--- src/cbf_pkg.sv ---
// Shared types, constants and the section header table for the capture block framer.
`timescale 1ns / 1ps
`default_nettype none

package cbf_pkg;

  // Input item kinds
  typedef enum logic [1:0] {
    KIND_SECTION = 2'd0,
    KIND_DESC    = 2'd1,
    KIND_PAYLOAD = 2'd2,
    KIND_CLOSE   = 2'd3
  } cbf_kind_t;

  // Result status codes
  localparam logic [1:0] ST_NORMAL   = 2'd0;
  localparam logic [1:0] ST_REJECTED = 2'd1;
  localparam logic [1:0] ST_MISMATCH = 2'd2;

  // Commands handed from the front end to the byte sequencer
  typedef enum logic [2:0] {
    CMD_SECTION = 3'd0,
    CMD_DESC    = 3'd1,
    CMD_REJECT  = 3'd2,
    CMD_BYTE    = 3'd3,
    CMD_CLOSE   = 3'd4
  } cbf_cmd_kind_t;

  localparam int unsigned BLK_W = 17;

  localparam logic [31:0]      PKT_BLOCK_TYPE = 32'h0000_0006;
  localparam logic [31:0]      RT_WORD     = 32'h000E_0000; // version, pad, length 14
  localparam logic [31:0]      RT_PRESENT  = 32'h0000_0028;
  localparam logic [31:0]      OPT_SIGNAL  = 32'h0001_8001;
  localparam logic [31:0]      OPT_CHANNEL = 32'h0001_8002;
  localparam logic [15:0]      FREQ_BASE_2G = 16'd2407;
  localparam logic [15:0]      FREQ_BASE_5G = 16'd5000;
  localparam logic [15:0]      FLAGS_2G    = 16'h00A0;
  localparam logic [15:0]      FLAGS_5G    = 16'h0140;
  localparam logic [7:0]       LAST_2G_CHAN = 8'd14;
  localparam logic [BLK_W-1:0] RT_LEN      = 17'd14;
  localparam logic [BLK_W-1:0] BLK_OVERHEAD = 17'd52;
  localparam logic [BLK_W-1:0] SEEN_MAX    = 17'h1FFFF;
  localparam logic [BLK_W-1:0] MAX_BLK_RESET = 17'h1FFFF;

  localparam logic [5:0] SECTION_LAST = 6'd47;
  localparam logic [5:0] DESC_LAST    = 6'd41;
  localparam logic [5:0] CLOSE_LAST   = 6'd23;

  // Section header block followed by the interface description block
  localparam logic [7:0] SECTION_BYTES [48] = '{
    8'h0A, 8'h0D, 8'h0D, 8'h0A, 8'h1C, 8'h00, 8'h00, 8'h00,
    8'h4D, 8'h3C, 8'h2B, 8'h1A, 8'h01, 8'h00, 8'h00, 8'h00,
    8'hFF, 8'hFF, 8'hFF, 8'hFF, 8'hFF, 8'hFF, 8'hFF, 8'hFF,
    8'h1C, 8'h00, 8'h00, 8'h00,
    8'h01, 8'h00, 8'h00, 8'h00, 8'h14, 8'h00, 8'h00, 8'h00,
    8'h7F, 8'h00, 8'h00, 8'h00, 8'hFF, 8'hFF, 8'h00, 8'h00,
    8'h14, 8'h00, 8'h00, 8'h00
  };

  typedef struct packed {
    cbf_kind_t   kind;
    logic [15:0] packet_length;
    logic signed [7:0] signal_dbm;
    logic [7:0]  channel_number;
    logic [63:0] timestamp_us;
    logic [7:0]  payload_byte;
  } cbf_in_t;

  typedef struct packed {
    logic [7:0] out_byte;
    logic       run_last;
    logic [1:0] status;
  } cbf_out_t;

  typedef struct packed {
    cbf_cmd_kind_t    kind;
    logic [63:0]      ts;
    logic [BLK_W-1:0] blk;
    logic [BLK_W-1:0] cap;
    logic [15:0]      freq;
    logic             band_5g;
    logic [7:0]       sig;
    logic [7:0]       chan;
    logic [1:0]       pad;
    logic             mismatch;
    logic [7:0]       data;
  } cbf_cmd_t;

endpackage

`default_nettype wire

--- src/cbf_front.sv ---
// Front end: accepts input items, tracks the open packet and issues commands.
`timescale 1ns / 1ps
`default_nettype none

module cbf_front import cbf_pkg::*; (
  input  wire logic             clk,
  input  wire logic             rst_n,
  input  wire logic             cfg_wr_en,
  input  wire logic [BLK_W-1:0] cfg_wr_data,
  input  wire logic             accept,
  input  wire cbf_in_t          item,
  output logic                  cmd_push,
  output cbf_cmd_t              cmd
);

  logic             open_r, open_nxt;
  logic [15:0]      declared_r, declared_nxt;
  logic [BLK_W-1:0] seen_r, seen_nxt;
  logic [7:0]       sig_r, sig_nxt;
  logic [7:0]       chan_r, chan_nxt;
  logic [BLK_W-1:0] blk_r, blk_nxt;
  logic [BLK_W-1:0] max_r;

  logic [BLK_W-1:0] cap;
  logic [BLK_W-1:0] blk;
  logic [10:0]      chan_x5;
  logic             band_5g;
  logic [BLK_W-1:0] close_cap;

  always_comb begin
    cap      = {1'b0, item.packet_length} + RT_LEN;
    blk      = BLK_OVERHEAD + ((cap + 17'd3) & ~17'd3);
    chan_x5  = {1'b0, item.channel_number, 2'b00} + {3'b000, item.channel_number};
    band_5g  = item.channel_number > LAST_2G_CHAN;
    close_cap = {1'b0, declared_r} + RT_LEN;
  end

  always_comb begin
    open_nxt     = open_r;
    declared_nxt = declared_r;
    seen_nxt     = seen_r;
    sig_nxt      = sig_r;
    chan_nxt     = chan_r;
    blk_nxt      = blk_r;
    cmd_push     = 1'b0;
    cmd          = '0;
    cmd.kind     = CMD_SECTION;
    if (accept) begin
      unique case (item.kind)
        KIND_SECTION: begin
          cmd_push = 1'b1;
          open_nxt = 1'b0;
        end
        KIND_DESC: begin
          cmd_push = 1'b1;
          if (blk > max_r) begin
            cmd.kind = CMD_REJECT;
            open_nxt = 1'b0;
          end else begin
            cmd.kind    = CMD_DESC;
            cmd.ts      = item.timestamp_us;
            cmd.blk     = blk;
            cmd.cap     = cap;
            cmd.band_5g = band_5g;
            cmd.freq    = {5'd0, chan_x5} + (band_5g ? FREQ_BASE_5G : FREQ_BASE_2G);
            cmd.sig     = $unsigned(item.signal_dbm);
            open_nxt     = 1'b1;
            declared_nxt = item.packet_length;
            seen_nxt     = '0;
            sig_nxt      = $unsigned(item.signal_dbm);
            chan_nxt     = item.channel_number;
            blk_nxt      = blk;
          end
        end
        KIND_PAYLOAD: begin
          if (open_r) begin
            // Forward only up to the declared count; count surplus anyway
            if (seen_r < {1'b0, declared_r}) begin
              cmd_push = 1'b1;
              cmd.kind = CMD_BYTE;
              cmd.data = item.payload_byte;
            end
            if (seen_r != SEEN_MAX) begin
              seen_nxt = seen_r + 1'b1;
            end
          end
        end
        KIND_CLOSE: begin
          if (open_r) begin
            cmd_push     = 1'b1;
            cmd.kind     = CMD_CLOSE;
            cmd.blk      = blk_r;
            cmd.sig      = sig_r;
            cmd.chan     = chan_r;
            cmd.pad      = 2'(-close_cap[1:0]);
            cmd.mismatch = seen_r != {1'b0, declared_r};
            open_nxt     = 1'b0;
          end
        end
        default: begin
          cmd_push = 1'b0;
        end
      endcase
    end
  end

  always_ff @(posedge clk) begin
    if (!rst_n) begin
      open_r     <= 1'b0;
      declared_r <= '0;
      seen_r     <= '0;
      sig_r      <= '0;
      chan_r     <= '0;
      blk_r      <= '0;
      max_r      <= MAX_BLK_RESET;
    end else begin
      open_r     <= open_nxt;
      declared_r <= declared_nxt;
      seen_r     <= seen_nxt;
      sig_r      <= sig_nxt;
      chan_r     <= chan_nxt;
      blk_r      <= blk_nxt;
      if (cfg_wr_en) begin
        max_r <= cfg_wr_data;
      end
    end
  end

endmodule

`default_nettype wire

--- src/cbf_cmd_queue.sv ---
// Short command queue between the front end and the byte sequencer.
`timescale 1ns / 1ps
`default_nettype none

module cbf_cmd_queue import cbf_pkg::*; #(
  parameter int unsigned DEPTH = 4
) (
  input  wire logic     clk,
  input  wire logic     rst_n,
  input  wire logic     wr_en,
  input  wire cbf_cmd_t wr_cmd,
  output logic          full,
  output logic          valid,
  output cbf_cmd_t      rd_cmd,
  input  wire logic     rd_en
);

  localparam int unsigned PTR_W = (DEPTH > 1) ? $clog2(DEPTH) : 1;
  localparam int unsigned CNT_W = $clog2(DEPTH + 1);
  localparam logic [PTR_W-1:0] PTR_LAST = PTR_W'(DEPTH - 1);
  localparam logic [CNT_W-1:0] CNT_FULL = CNT_W'(DEPTH);

  cbf_cmd_t         slot_r [DEPTH];
  logic [PTR_W-1:0] wr_ptr_r, rd_ptr_r;
  logic [CNT_W-1:0] count_r;
  logic             do_wr, do_rd;

  assign full   = count_r == CNT_FULL;
  assign valid  = count_r != '0;
  assign rd_cmd = slot_r[rd_ptr_r];
  assign do_wr  = wr_en && !full;
  assign do_rd  = rd_en && valid;

  always_ff @(posedge clk) begin
    if (do_wr) begin
      slot_r[wr_ptr_r] <= wr_cmd;
    end
  end

  always_ff @(posedge clk) begin
    if (!rst_n) begin
      wr_ptr_r <= '0;
      rd_ptr_r <= '0;
      count_r  <= '0;
    end else begin
      if (do_wr) begin
        wr_ptr_r <= (wr_ptr_r == PTR_LAST) ? '0 : wr_ptr_r + 1'b1;
      end
      if (do_rd) begin
        rd_ptr_r <= (rd_ptr_r == PTR_LAST) ? '0 : rd_ptr_r + 1'b1;
      end
      if (do_wr && !do_rd) begin
        count_r <= count_r + 1'b1;
      end else if (do_rd && !do_wr) begin
        count_r <= count_r - 1'b1;
      end
    end
  end

endmodule

`default_nettype wire

--- src/cbf_back.sv ---
// Byte sequencer: expands each command into output bytes, one per cycle while the output register is free or popped.
`timescale 1ns / 1ps
`default_nettype none

module cbf_back import cbf_pkg::*; (
  input  wire logic     clk,
  input  wire logic     rst_n,
  input  wire logic     q_valid,
  input  wire cbf_cmd_t q_cmd,
  output logic          q_pop,
  output logic          out_valid,
  output cbf_out_t      out_data,
  input  wire logic     out_pop
);

  cbf_cmd_t   cur_r;
  logic       busy_r;
  logic [5:0] idx_r;
  logic       valid_r;
  cbf_out_t   out_r;

  logic       adv;
  logic [5:0] last_idx;
  logic       is_last;
  logic [7:0] byte_val;
  logic [1:0] status;
  logic [31:0] word;
  logic [4:0] tail_idx;

  assign adv = busy_r && (!valid_r || out_pop);

  always_comb begin
    tail_idx = 5'(idx_r - {4'd0, cur_r.pad});
    word     = '0;
    byte_val = '0;
    status   = ST_NORMAL;
    last_idx = '0;
    case (cur_r.kind)
      CMD_SECTION: begin
        last_idx = SECTION_LAST;
        byte_val = SECTION_BYTES[idx_r];
      end
      CMD_DESC: begin
        last_idx = DESC_LAST;
        case (idx_r[5:2])
          4'd0:    word = PKT_BLOCK_TYPE;
          4'd1:    word = {15'd0, cur_r.blk};
          4'd3:    word = cur_r.ts[63:32];
          4'd4:    word = cur_r.ts[31:0];
          4'd5:    word = {15'd0, cur_r.cap};
          4'd6:    word = {15'd0, cur_r.cap};
          4'd7:    word = RT_WORD;
          4'd8:    word = RT_PRESENT;
          4'd9:    word = {cur_r.band_5g ? FLAGS_5G : FLAGS_2G, cur_r.freq};
          4'd10:   word = {24'd0, cur_r.sig};
          default: word = '0;
        endcase
        byte_val = word[{idx_r[1:0], 3'b000} +: 8];
      end
      CMD_REJECT: begin
        status = ST_REJECTED;
      end
      CMD_BYTE: begin
        byte_val = cur_r.data;
      end
      CMD_CLOSE: begin
        last_idx = 6'(cur_r.pad) + CLOSE_LAST;
        status   = cur_r.mismatch ? ST_MISMATCH : ST_NORMAL;
        // Zero padding first, then the option words and trailing length
        case (tail_idx[4:2])
          3'd0:    word = OPT_SIGNAL;
          3'd1:    word = {24'd0, cur_r.sig};
          3'd2:    word = OPT_CHANNEL;
          3'd3:    word = {24'd0, cur_r.chan};
          3'd5:    word = {15'd0, cur_r.blk};
          default: word = '0;
        endcase
        byte_val = (idx_r < {4'd0, cur_r.pad}) ? 8'h00 : word[{tail_idx[1:0], 3'b000} +: 8];
      end
      default: begin
        byte_val = '0;
      end
    endcase
    is_last = idx_r == last_idx;
  end

  // Load the next command when idle or while the last byte of this one leaves
  assign q_pop = q_valid && (!busy_r || (adv && is_last));

  always_ff @(posedge clk) begin
    if (q_pop) begin
      cur_r <= q_cmd;
    end
    if (adv) begin
      out_r.out_byte <= byte_val;
      out_r.run_last <= is_last;
      out_r.status   <= status;
    end
  end

  always_ff @(posedge clk) begin
    if (!rst_n) begin
      busy_r  <= 1'b0;
      idx_r   <= '0;
      valid_r <= 1'b0;
    end else begin
      if (adv) begin
        valid_r <= 1'b1;
      end else if (out_pop) begin
        valid_r <= 1'b0;
      end
      if (!busy_r) begin
        busy_r <= q_valid;
        idx_r  <= '0;
      end else if (adv) begin
        if (is_last) begin
          busy_r <= q_valid;
          idx_r  <= '0;
        end else begin
          idx_r <= idx_r + 1'b1;
        end
      end
    end
  end

  assign out_valid = valid_r;
  assign out_data  = out_r;

endmodule

`default_nettype wire

--- src/capture_block_framer.sv ---
// Top level of the capture block framer: front end, command queue and byte sequencer.
`timescale 1ns / 1ps
`default_nettype none

// Turns captured radio packets into a little-endian capture-file byte stream, one byte
// per result transfer. Input items are taken one per cycle whenever full is low: the
// front end classifies each item, keeps the open-packet state and drops a short
// command into a QUEUE_DEPTH-entry queue in the same cycle. The sequencer behind the
// queue emits one byte per cycle into a single output register while pop keeps it
// free, so a payload stream passes at one byte per cycle end to end. Header runs have
// 48 bytes for a section header, 42 for a packet descriptor, 24 to 27 for a close
// (zero padding plus the option words and trailing length) and one for a rejected
// packet; while such a run drains, full rises once the queue fills. An item's command
// goes through a queue slot and cur_r before its byte reaches the output register.
// Payload bytes with no packet open, surplus bytes past the declared length and a
// close with no packet open produce nothing. The max_block_bytes register is written
// through cfg_wr_en/cfg_wr_data and should be changed only while the block is idle.

module capture_block_framer import cbf_pkg::*; #(
  parameter int unsigned QUEUE_DEPTH = 4
) (
  input  wire logic             clk,
  input  wire logic             rst_n,
  input  wire logic             push,
  output logic                  full,
  input  wire cbf_in_t          in_data,
  output logic                  empty,
  input  wire logic             pop,
  output cbf_out_t              out_data,
  input  wire logic             cfg_wr_en,
  input  wire logic [BLK_W-1:0] cfg_wr_data
);

  logic     accept;
  logic     cmd_push;
  cbf_cmd_t cmd;
  logic     q_full;
  logic     q_valid;
  cbf_cmd_t q_cmd;
  logic     q_pop;
  logic     out_valid;

  // A transfer in needs only a free queue slot
  assign full   = q_full;
  assign accept = push && !q_full;
  assign empty  = !out_valid;

  cbf_front u_front (
    .clk         (clk),
    .rst_n       (rst_n),
    .cfg_wr_en   (cfg_wr_en),
    .cfg_wr_data (cfg_wr_data),
    .accept      (accept),
    .item        (in_data),
    .cmd_push    (cmd_push),
    .cmd         (cmd)
  );

  cbf_cmd_queue #(
    .DEPTH (QUEUE_DEPTH)
  ) u_queue (
    .clk    (clk),
    .rst_n  (rst_n),
    .wr_en  (cmd_push),
    .wr_cmd (cmd),
    .full   (q_full),
    .valid  (q_valid),
    .rd_cmd (q_cmd),
    .rd_en  (q_pop)
  );

  // Drain commands into the output register; pop frees it for the next byte
  cbf_back u_back (
    .clk       (clk),
    .rst_n     (rst_n),
    .q_valid   (q_valid),
    .q_cmd     (q_cmd),
    .q_pop     (q_pop),
    .out_valid (out_valid),
    .out_data  (out_data),
    .out_pop   (pop)
  );

  // A rejected packet is always a single zero byte closing its run
  a_reject_single : assert property (@(posedge clk) disable iff (!rst_n)
    (!empty && out_data.status == ST_REJECTED) |-> (out_data.run_last && out_data.out_byte == 8'h00))
    else $error("rejected result is not a lone zero byte");

  // A section header transfer always leaves a command waiting in the queue
  a_section_queued : assert property (@(posedge clk) disable iff (!rst_n)
    $past(rst_n && accept && in_data.kind == KIND_SECTION) |-> q_valid)
    else $error("section header command lost");

endmodule

`default_nettype wire
--- config.mk ---
export PLATFORM = sky130hd
export DESIGN_NAME = capture_block_framer
export DESIGN_NICKNAME = d
export VERILOG_FILES = /design/src/cbf_pkg.sv /design/src/cbf_front.sv /design/src/cbf_cmd_queue.sv /design/src/cbf_back.sv /design/src/capture_block_framer.sv
export SDC_FILE = /design/constraint.sdc
export NUM_CORES = 1
export LEC_CHECK = 0
export BUFFER_PORTS_ARGS = -buffer_cell sky130_fd_sc_hd__buf_2
export CELL_PAD_IN_SITES_DETAIL_PLACEMENT = 1
export CELL_PAD_IN_SITES_GLOBAL_PLACEMENT = 2
export CORE_ASPECT_RATIO = 2
export CORE_UTILIZATION = 49
export DETAILED_ROUTE_END_ITERATION = 8
export PLACE_DENSITY_LB_ADDON = 0.15
export SLEW_MARGIN = 10
export SYNTH_ARGS = -nofsm -noshare
export SYNTH_HDL_FRONTEND = slang
export SYNTH_SLANG_ARGS = --single-unit
export TNS_END_PERCENT = 30
--- constraint.sdc ---
create_clock -name clk -period 12.7 [get_ports clk]
set_input_delay 2.54 -clock clk [delete_from_list [all_inputs] [get_ports clk]]
set_output_delay 2.54 -clock clk [all_outputs]
set_load 0.02 [all_outputs]
[Yosys cells after proc, flatten, opt, wreduce, memory -nomap -nowiden]
Memory sizes are Yosys's and may differ from the RTL's. A register that Yosys moved wholly into a read port is not among the register bits.
Index checks and enable logic that the tools add are counted.
Cells by class
  $lt $le $gt $ge: 5
  multiplexer cells: 53
  shifts and indexed selects: 2
  bitwise operators: 2
  equality and inequality tests: 29
  reduce and logical (&&, ||, !) cells: 31
  add/subtract/negate cells: 15
Operator list (count)
  case mux 32 bit (9 select lines): 1
  two-way mux 145 bit: 1
  two-way mux 123 bit: 1
  case mux 17 bit (5 select lines): 1
  two-way mux 17 bit: 4
  case mux 17 bit (2 select lines): 2
  two-way mux 32 bit: 2
  two-way mux 64 bit: 1
  indexed part select 32 x 6 -> 8 bit: 2
  two-way mux 8 bit: 6
  two-way mux 34 bit: 1
  case mux 8 bit (4 select lines): 1
  two-way mux 19 bit: 1
  case mux 6 bit (3 select lines): 1
  adder 16 x 4 -> 17 bit, second input constant: 1
  adder 17 x 1 -> 17 bit, second input constant: 1
  adder 17 x 2 -> 17 bit, second input constant: 1
  adder 6 x 17 -> 17 bit, first input constant: 1
  > comparator 17 bit: 1
  < comparator 17 x 16 -> 1 bit: 1
  != test 17 x 16 -> 1 bit: 1
  != test 17 bit, second input constant: 1
  adder 11 x 16 -> 16 bit: 1
  equality test 4 x 3 -> 1 bit, second input constant: 4
  other kinds (49): 99
Word-level totals
  logic and storage cells: 155
  memory bits (read-only): 512
  flip-flop bits (word level): 110
  memories: 2
  RAM bits: 580
Memories
  u_queue.slot_r: words 4, bits a word 145, read ports 1, clocked after Yosys merged registers in 1, write ports 1, RTL line cbf_cmd_queue.sv:23  | cbf_cmd_t slot_r [DEPTH];
  (no name shown): words 64, bits a word 8, read ports 1, clocked after Yosys merged registers in 0, write ports 0, RTL line cbf_back.sv:41  | byte_val = SECTION_BYTES[idx_r];

[Longest topological paths before layout]
  word-level depth: 10
  depth in mapped cells: 26
  depth with buffers taken out: 21

[Modules after synthesis]
A second synthesis with hierarchy kept.
Second synthesis, totals
  cell total of the unflattened synthesis: 2318
  area total of the unflattened synthesis: 35978.3 um^2
By module, submodules not included
  cbf_cmd_queue: times used 1, area each 21350.5 um^2, cells an instance 808, sequential area each 17596.9 um^2
  cbf_back: times used 1, area each 7616.1 um^2, cells an instance 572, sequential area each 4844.6 um^2
  cbf_front: times used 1, area each 6994.2 um^2, cells an instance 936, sequential area each 1641.6 um^2
  capture_block_framer: times used 1, area each 17.5 um^2, cells an instance 2, sequential area each 0.0 um^2

[Worst setup path before layout]
No wires, ideal clock.
  path kind: input port to flip-flop
  start point: input port in_data[104] in the netlist's numbering
  end point: memory u_queue.slot_r[0][0] in the netlist's numbering, enable pin
  path slack: 5216 ps
  stages: 9
  arrival time: 6968 ps
  data required time: 12184 ps
  path through: inv_1 > ha_1 > inv_1 > nor4b_1 > nand2_1 > a21oi_1 > o21a_1 > clkbuf_1 > and2_1
Between the ends
  word-level cells in the longest chain between the ends: 7
RTL lines
  start: declaration: RTL line capture_block_framer.sv:26  | input wire cbf_in_t in_data,
  equality test 2 x 1 -> 1 bit / logical NOT 2 bit (equally long branches): RTL line cbf_front.sv:49  | unique case (item.kind)
  OR reduction 2 bit (no line)
  case mux 1 bit (3 select lines) *: RTL line cbf_front.sv:49
  two-way mux 1 bit *: RTL line cbf_front.sv:48  | if (accept) begin
  logical AND 1 bit *: RTL line cbf_cmd_queue.sv:31  | assign do_wr = wr_en && !full;
  named net u_queue.do_wr: RTL line cbf_cmd_queue.sv:26  | logic do_wr, do_rd;
  two-way mux 1 bit *: RTL line cbf_cmd_queue.sv:35  | if (do_wr) begin
  two-way mux 1 bit (not written as such) *: RTL line cbf_cmd_queue.sv:36  | slot_r[wr_ptr_r] <= wr_cmd;
  end: declaration: RTL line cbf_cmd_queue.sv:23
The timed path passes the listed nets; every way through them passes the cells marked *.

==> metrics <==
CTS root buffer=clkbuf_16; Die Height=374 um; Synth Area per Inst=approximately 16 sq um; Reg power frac=around half; fin crit period=9.19 ns; post-synthesis instance total=around 2200; setup bufs post-CTS=0; hold crit path type=flop to flop; DR vias=a little under 20000; register area=23300 sq um; startpoint types=input port; first-pass GRT wire length=around 130000 um; HPWL Detailed=61600 um; CTS clk-pin slew, worst paths=around 0.060 ns; Die Footprint=70300 sq um; Yosys cell types=75; Max Clk Rate=109 MHz; Switching Fraction=~28%; # DRC=0; Initial DRC Count=about 1200; Worst-Margin Slew=1.05 ns; slew margin rel.=between 20% and 30%; Post-Route WL=just under 90000 um; Clock Sinks=around 810; crit share post-route=between 70% and 80%; std cell rows=~140; vias per inst=between 5 and 6; ANT nets after route=0; I/O pins=roughly 140; Async SR Flop Fraction=0%; pin count of the biggest net entering global routing=72; RSZ-0062 raised after global routing=no; placed insts=between 3000 and 4000; fin util=between 50% and 60%; WP data required=~13 ns; Pre-Repair DR Iteration Count=7; number of synthesized flops with an enable pin=between 700 and 800; CTS tree=yes; outcome=finished clean; post-cts hold buffer count=0; routed length per instance=27.0 um; final hold slack=approximately 0.46 ns; multi-input combinational cell area=9850 sq um; skew final=between 0.03 and 0.04 ns; Post-CTS Resized=0; Core Box Area=between 60000 and 70000 sq um; WP data arrival=9.65 ns; share of layout cells above drive strength 1=between 10% and 20%; WS Path Type=input port to flop; Die Width=approximately 190 um; Main synth FF type=edfxtp_1; total grt overflow=0; n_diodes=0; total power=between 7 and 8 mW; later-pin clock latency in the skew report=around 0.65 ns; Starting Density=~49%; layout filler cell count=around 6400; total leakage power=approximately 13 nW; final hold violations=0; final setup fails=0; fin cells=3275; nature of the critical path endpoint=flop; GPL Wtd Cong=between 0.9 and 1; max-cap viol count=0; clock share of power=between 30 and 40%; Net Sw Power=slightly above 2 mW; synthesis-stage register bit count=~810; Final TNS setup=0 ns; Synth Cell Area=roughly 34000 sq um; pwr/cell area=193 nW/um^2; count of pins over their slew limit=0; fin nets=2520; Clock Path Buffers=3; Comb pwr share=~17%; Peak VDD IR=0.000122 V; Crit Path Max Fanout=52; H-tree Lvls=3; Reg2Reg Depth=11; hold path cells=2; GRT Util Overall=approximately a quarter; # port buffers=between 100 and 150; post-synthesis sequential area ratio=68.7%; Post-Syn Nets=2386; initial antenna violation count=0; Internal=around 5.3 mW; number of buffers created by CTS=between 70 and 80; vias in the first global route=20967; Yosys Warn Count=0; Area Growth Syn to Fin=12.6%
cell type report:
type | instances | area share, %
Tap cell | 897 | 2.94
Timing Repair Buffer | 175 | 2.52
Clock buffer | 84 | 5.06
Multi-Input combinational cell | 1172 | 25.8
Inverter | 91 | 0.908
Clock inverter | 48 | 1.70
Sequential cell | 808 | 61.1
cells by family after synthesis:
kind of cell | Yosys count | share of synthesized area [%]
AOI/OAI and AO/OA | 334 | 6.68
xor gates and xnor gates | 67 | 1.73
adders and majority gates | 72 | 2.84
buffers and inverters | 206 | 2.31
DFF | 808 | 68.7
muxes | 158 | 9.83
and+or+nand+nor | 541 | 7.88
state kept, by name (all words and copies together) (netlist names), 11 cells and up:
register            count
u_queue.slot_r        560
u_back.cur_r          140
u_front.max_r          17
u_front.seen_r         17
u_front.declared_r     16
u_front.blk_r          15
u_back.out_data        11
synthesized netlist by cell type, types with 13 or more instances:
library cell  number  area share (%)
a21oi_1           93             1.4
a221oi_1          27            0.70
a22oi_1           34            0.75
and2_1            96             1.8
buf_1             21            0.23
clkbuf_1          89            0.99
dfxtp_1           97             5.7
edfxtp_1         711              63
ha_1              64             2.4
inv_1             86            0.95
mux2i_1           18            0.53
mux4_2           140             9.3
nand2_1          155             1.7
nand2b_1          13            0.24
nand3_1           33            0.49
nand4_1           14            0.26
nor2_1           123             1.4
nor2b_1           17            0.31
nor3_1            42            0.62
o211ai_1          16            0.35
o21ai_0           45            0.66
xnor2_1           48             1.2
xor2_1            19            0.49
per-layer routing:
metal | routed length, um | global-route usage (%) | vias to the layer above
li1 | - | - | 8666
met1 | 32300 | 28.9 | 10045
met2 | 47800 | 47.1 | 554
met3 | 3570 | 3.30 | 163
met4 | 4840 | 14.0 | 0
met5 | 0 | 0 | -
worst max-delay path, stage by stage:
cell and delay (ns):
buf_2 0.16, inv_1 0.07, ha_1 0.29, nor2b_1 0.87
o21ai_0 0.29, o221ai_1 0.24, a311oi_1 0.11, a2111oi_2 0.38
nand3_1 0.21, nand4b_1 0.27, xor2_1 0.27, inv_1 0.08
ha_1 0.32, a21o_1 0.19, a21o_1 0.17, a21oi_1 0.30
nand3_1 0.12, o21ai_1 0.47, and2_1 0.67, nor2b_4 0.59
buf_4 0.58, and3_1 0.37
placed cells by master (no fill, tap or decap), types with 27 or more instances in the layout:
cell type  synthesis  final
o21ai_0           45     45
nor3_1            42     40
buf_2              4    140
a22oi_1           34     34
nand3_1           33     32
a221oi_1          27     27
ha_1              64     64
nand2_1          155    155
inv_1             86     85
buf_4              1     35
dfxtp_1           97     95
xnor2_1           48     48
edfxtp_1         711    711
clkbuf_16          0     75
a21oi_1           93     93
and2_1            96     92
nor2_1           123    123
mux4_2           140    140
power groups by stage:
| stage | Clock (mW) | Sequential (mW) | Combinational, mW |
|---|---|---|---|
| final | 2.38 | 3.70 | 1.28 |
| after global routing | 2.51 | 3.72 | 1.39 |
| after CTS | 2.43 | 3.70 | 1.31 |
| after detailed placement | 0 | 3.75 | 1.30 |
| after global placement | 0 | 3.74 | 1.27 |
| after floorplan | 0 | 3.61 | 0.901 |
path summary, 6_finish.rpt:
path,from,end,slack (ns)
max,in_data[89],u_queue.slot_r[1][38],3.51
max reg2reg,u_front.declared_r[10],u_queue.slot_r[3][50],7.35
min reg2reg,u_front.chan_r[5],u_front.chan_r[5],0.46
min,u_front.chan_r[5],u_front.chan_r[5],0.46
stage by stage:
step / instance area (sq um) / setup WS [ns]
after floorplan: 33900 / 5.22
after global placement: 35600 / 3.08
after detailed placement: 35600 / 2.86
after CTS: 38200 / 3.54
after global routing: 38200 / 3.03
final: 38200 / 3.51
(Power assumes the default switching activity.)
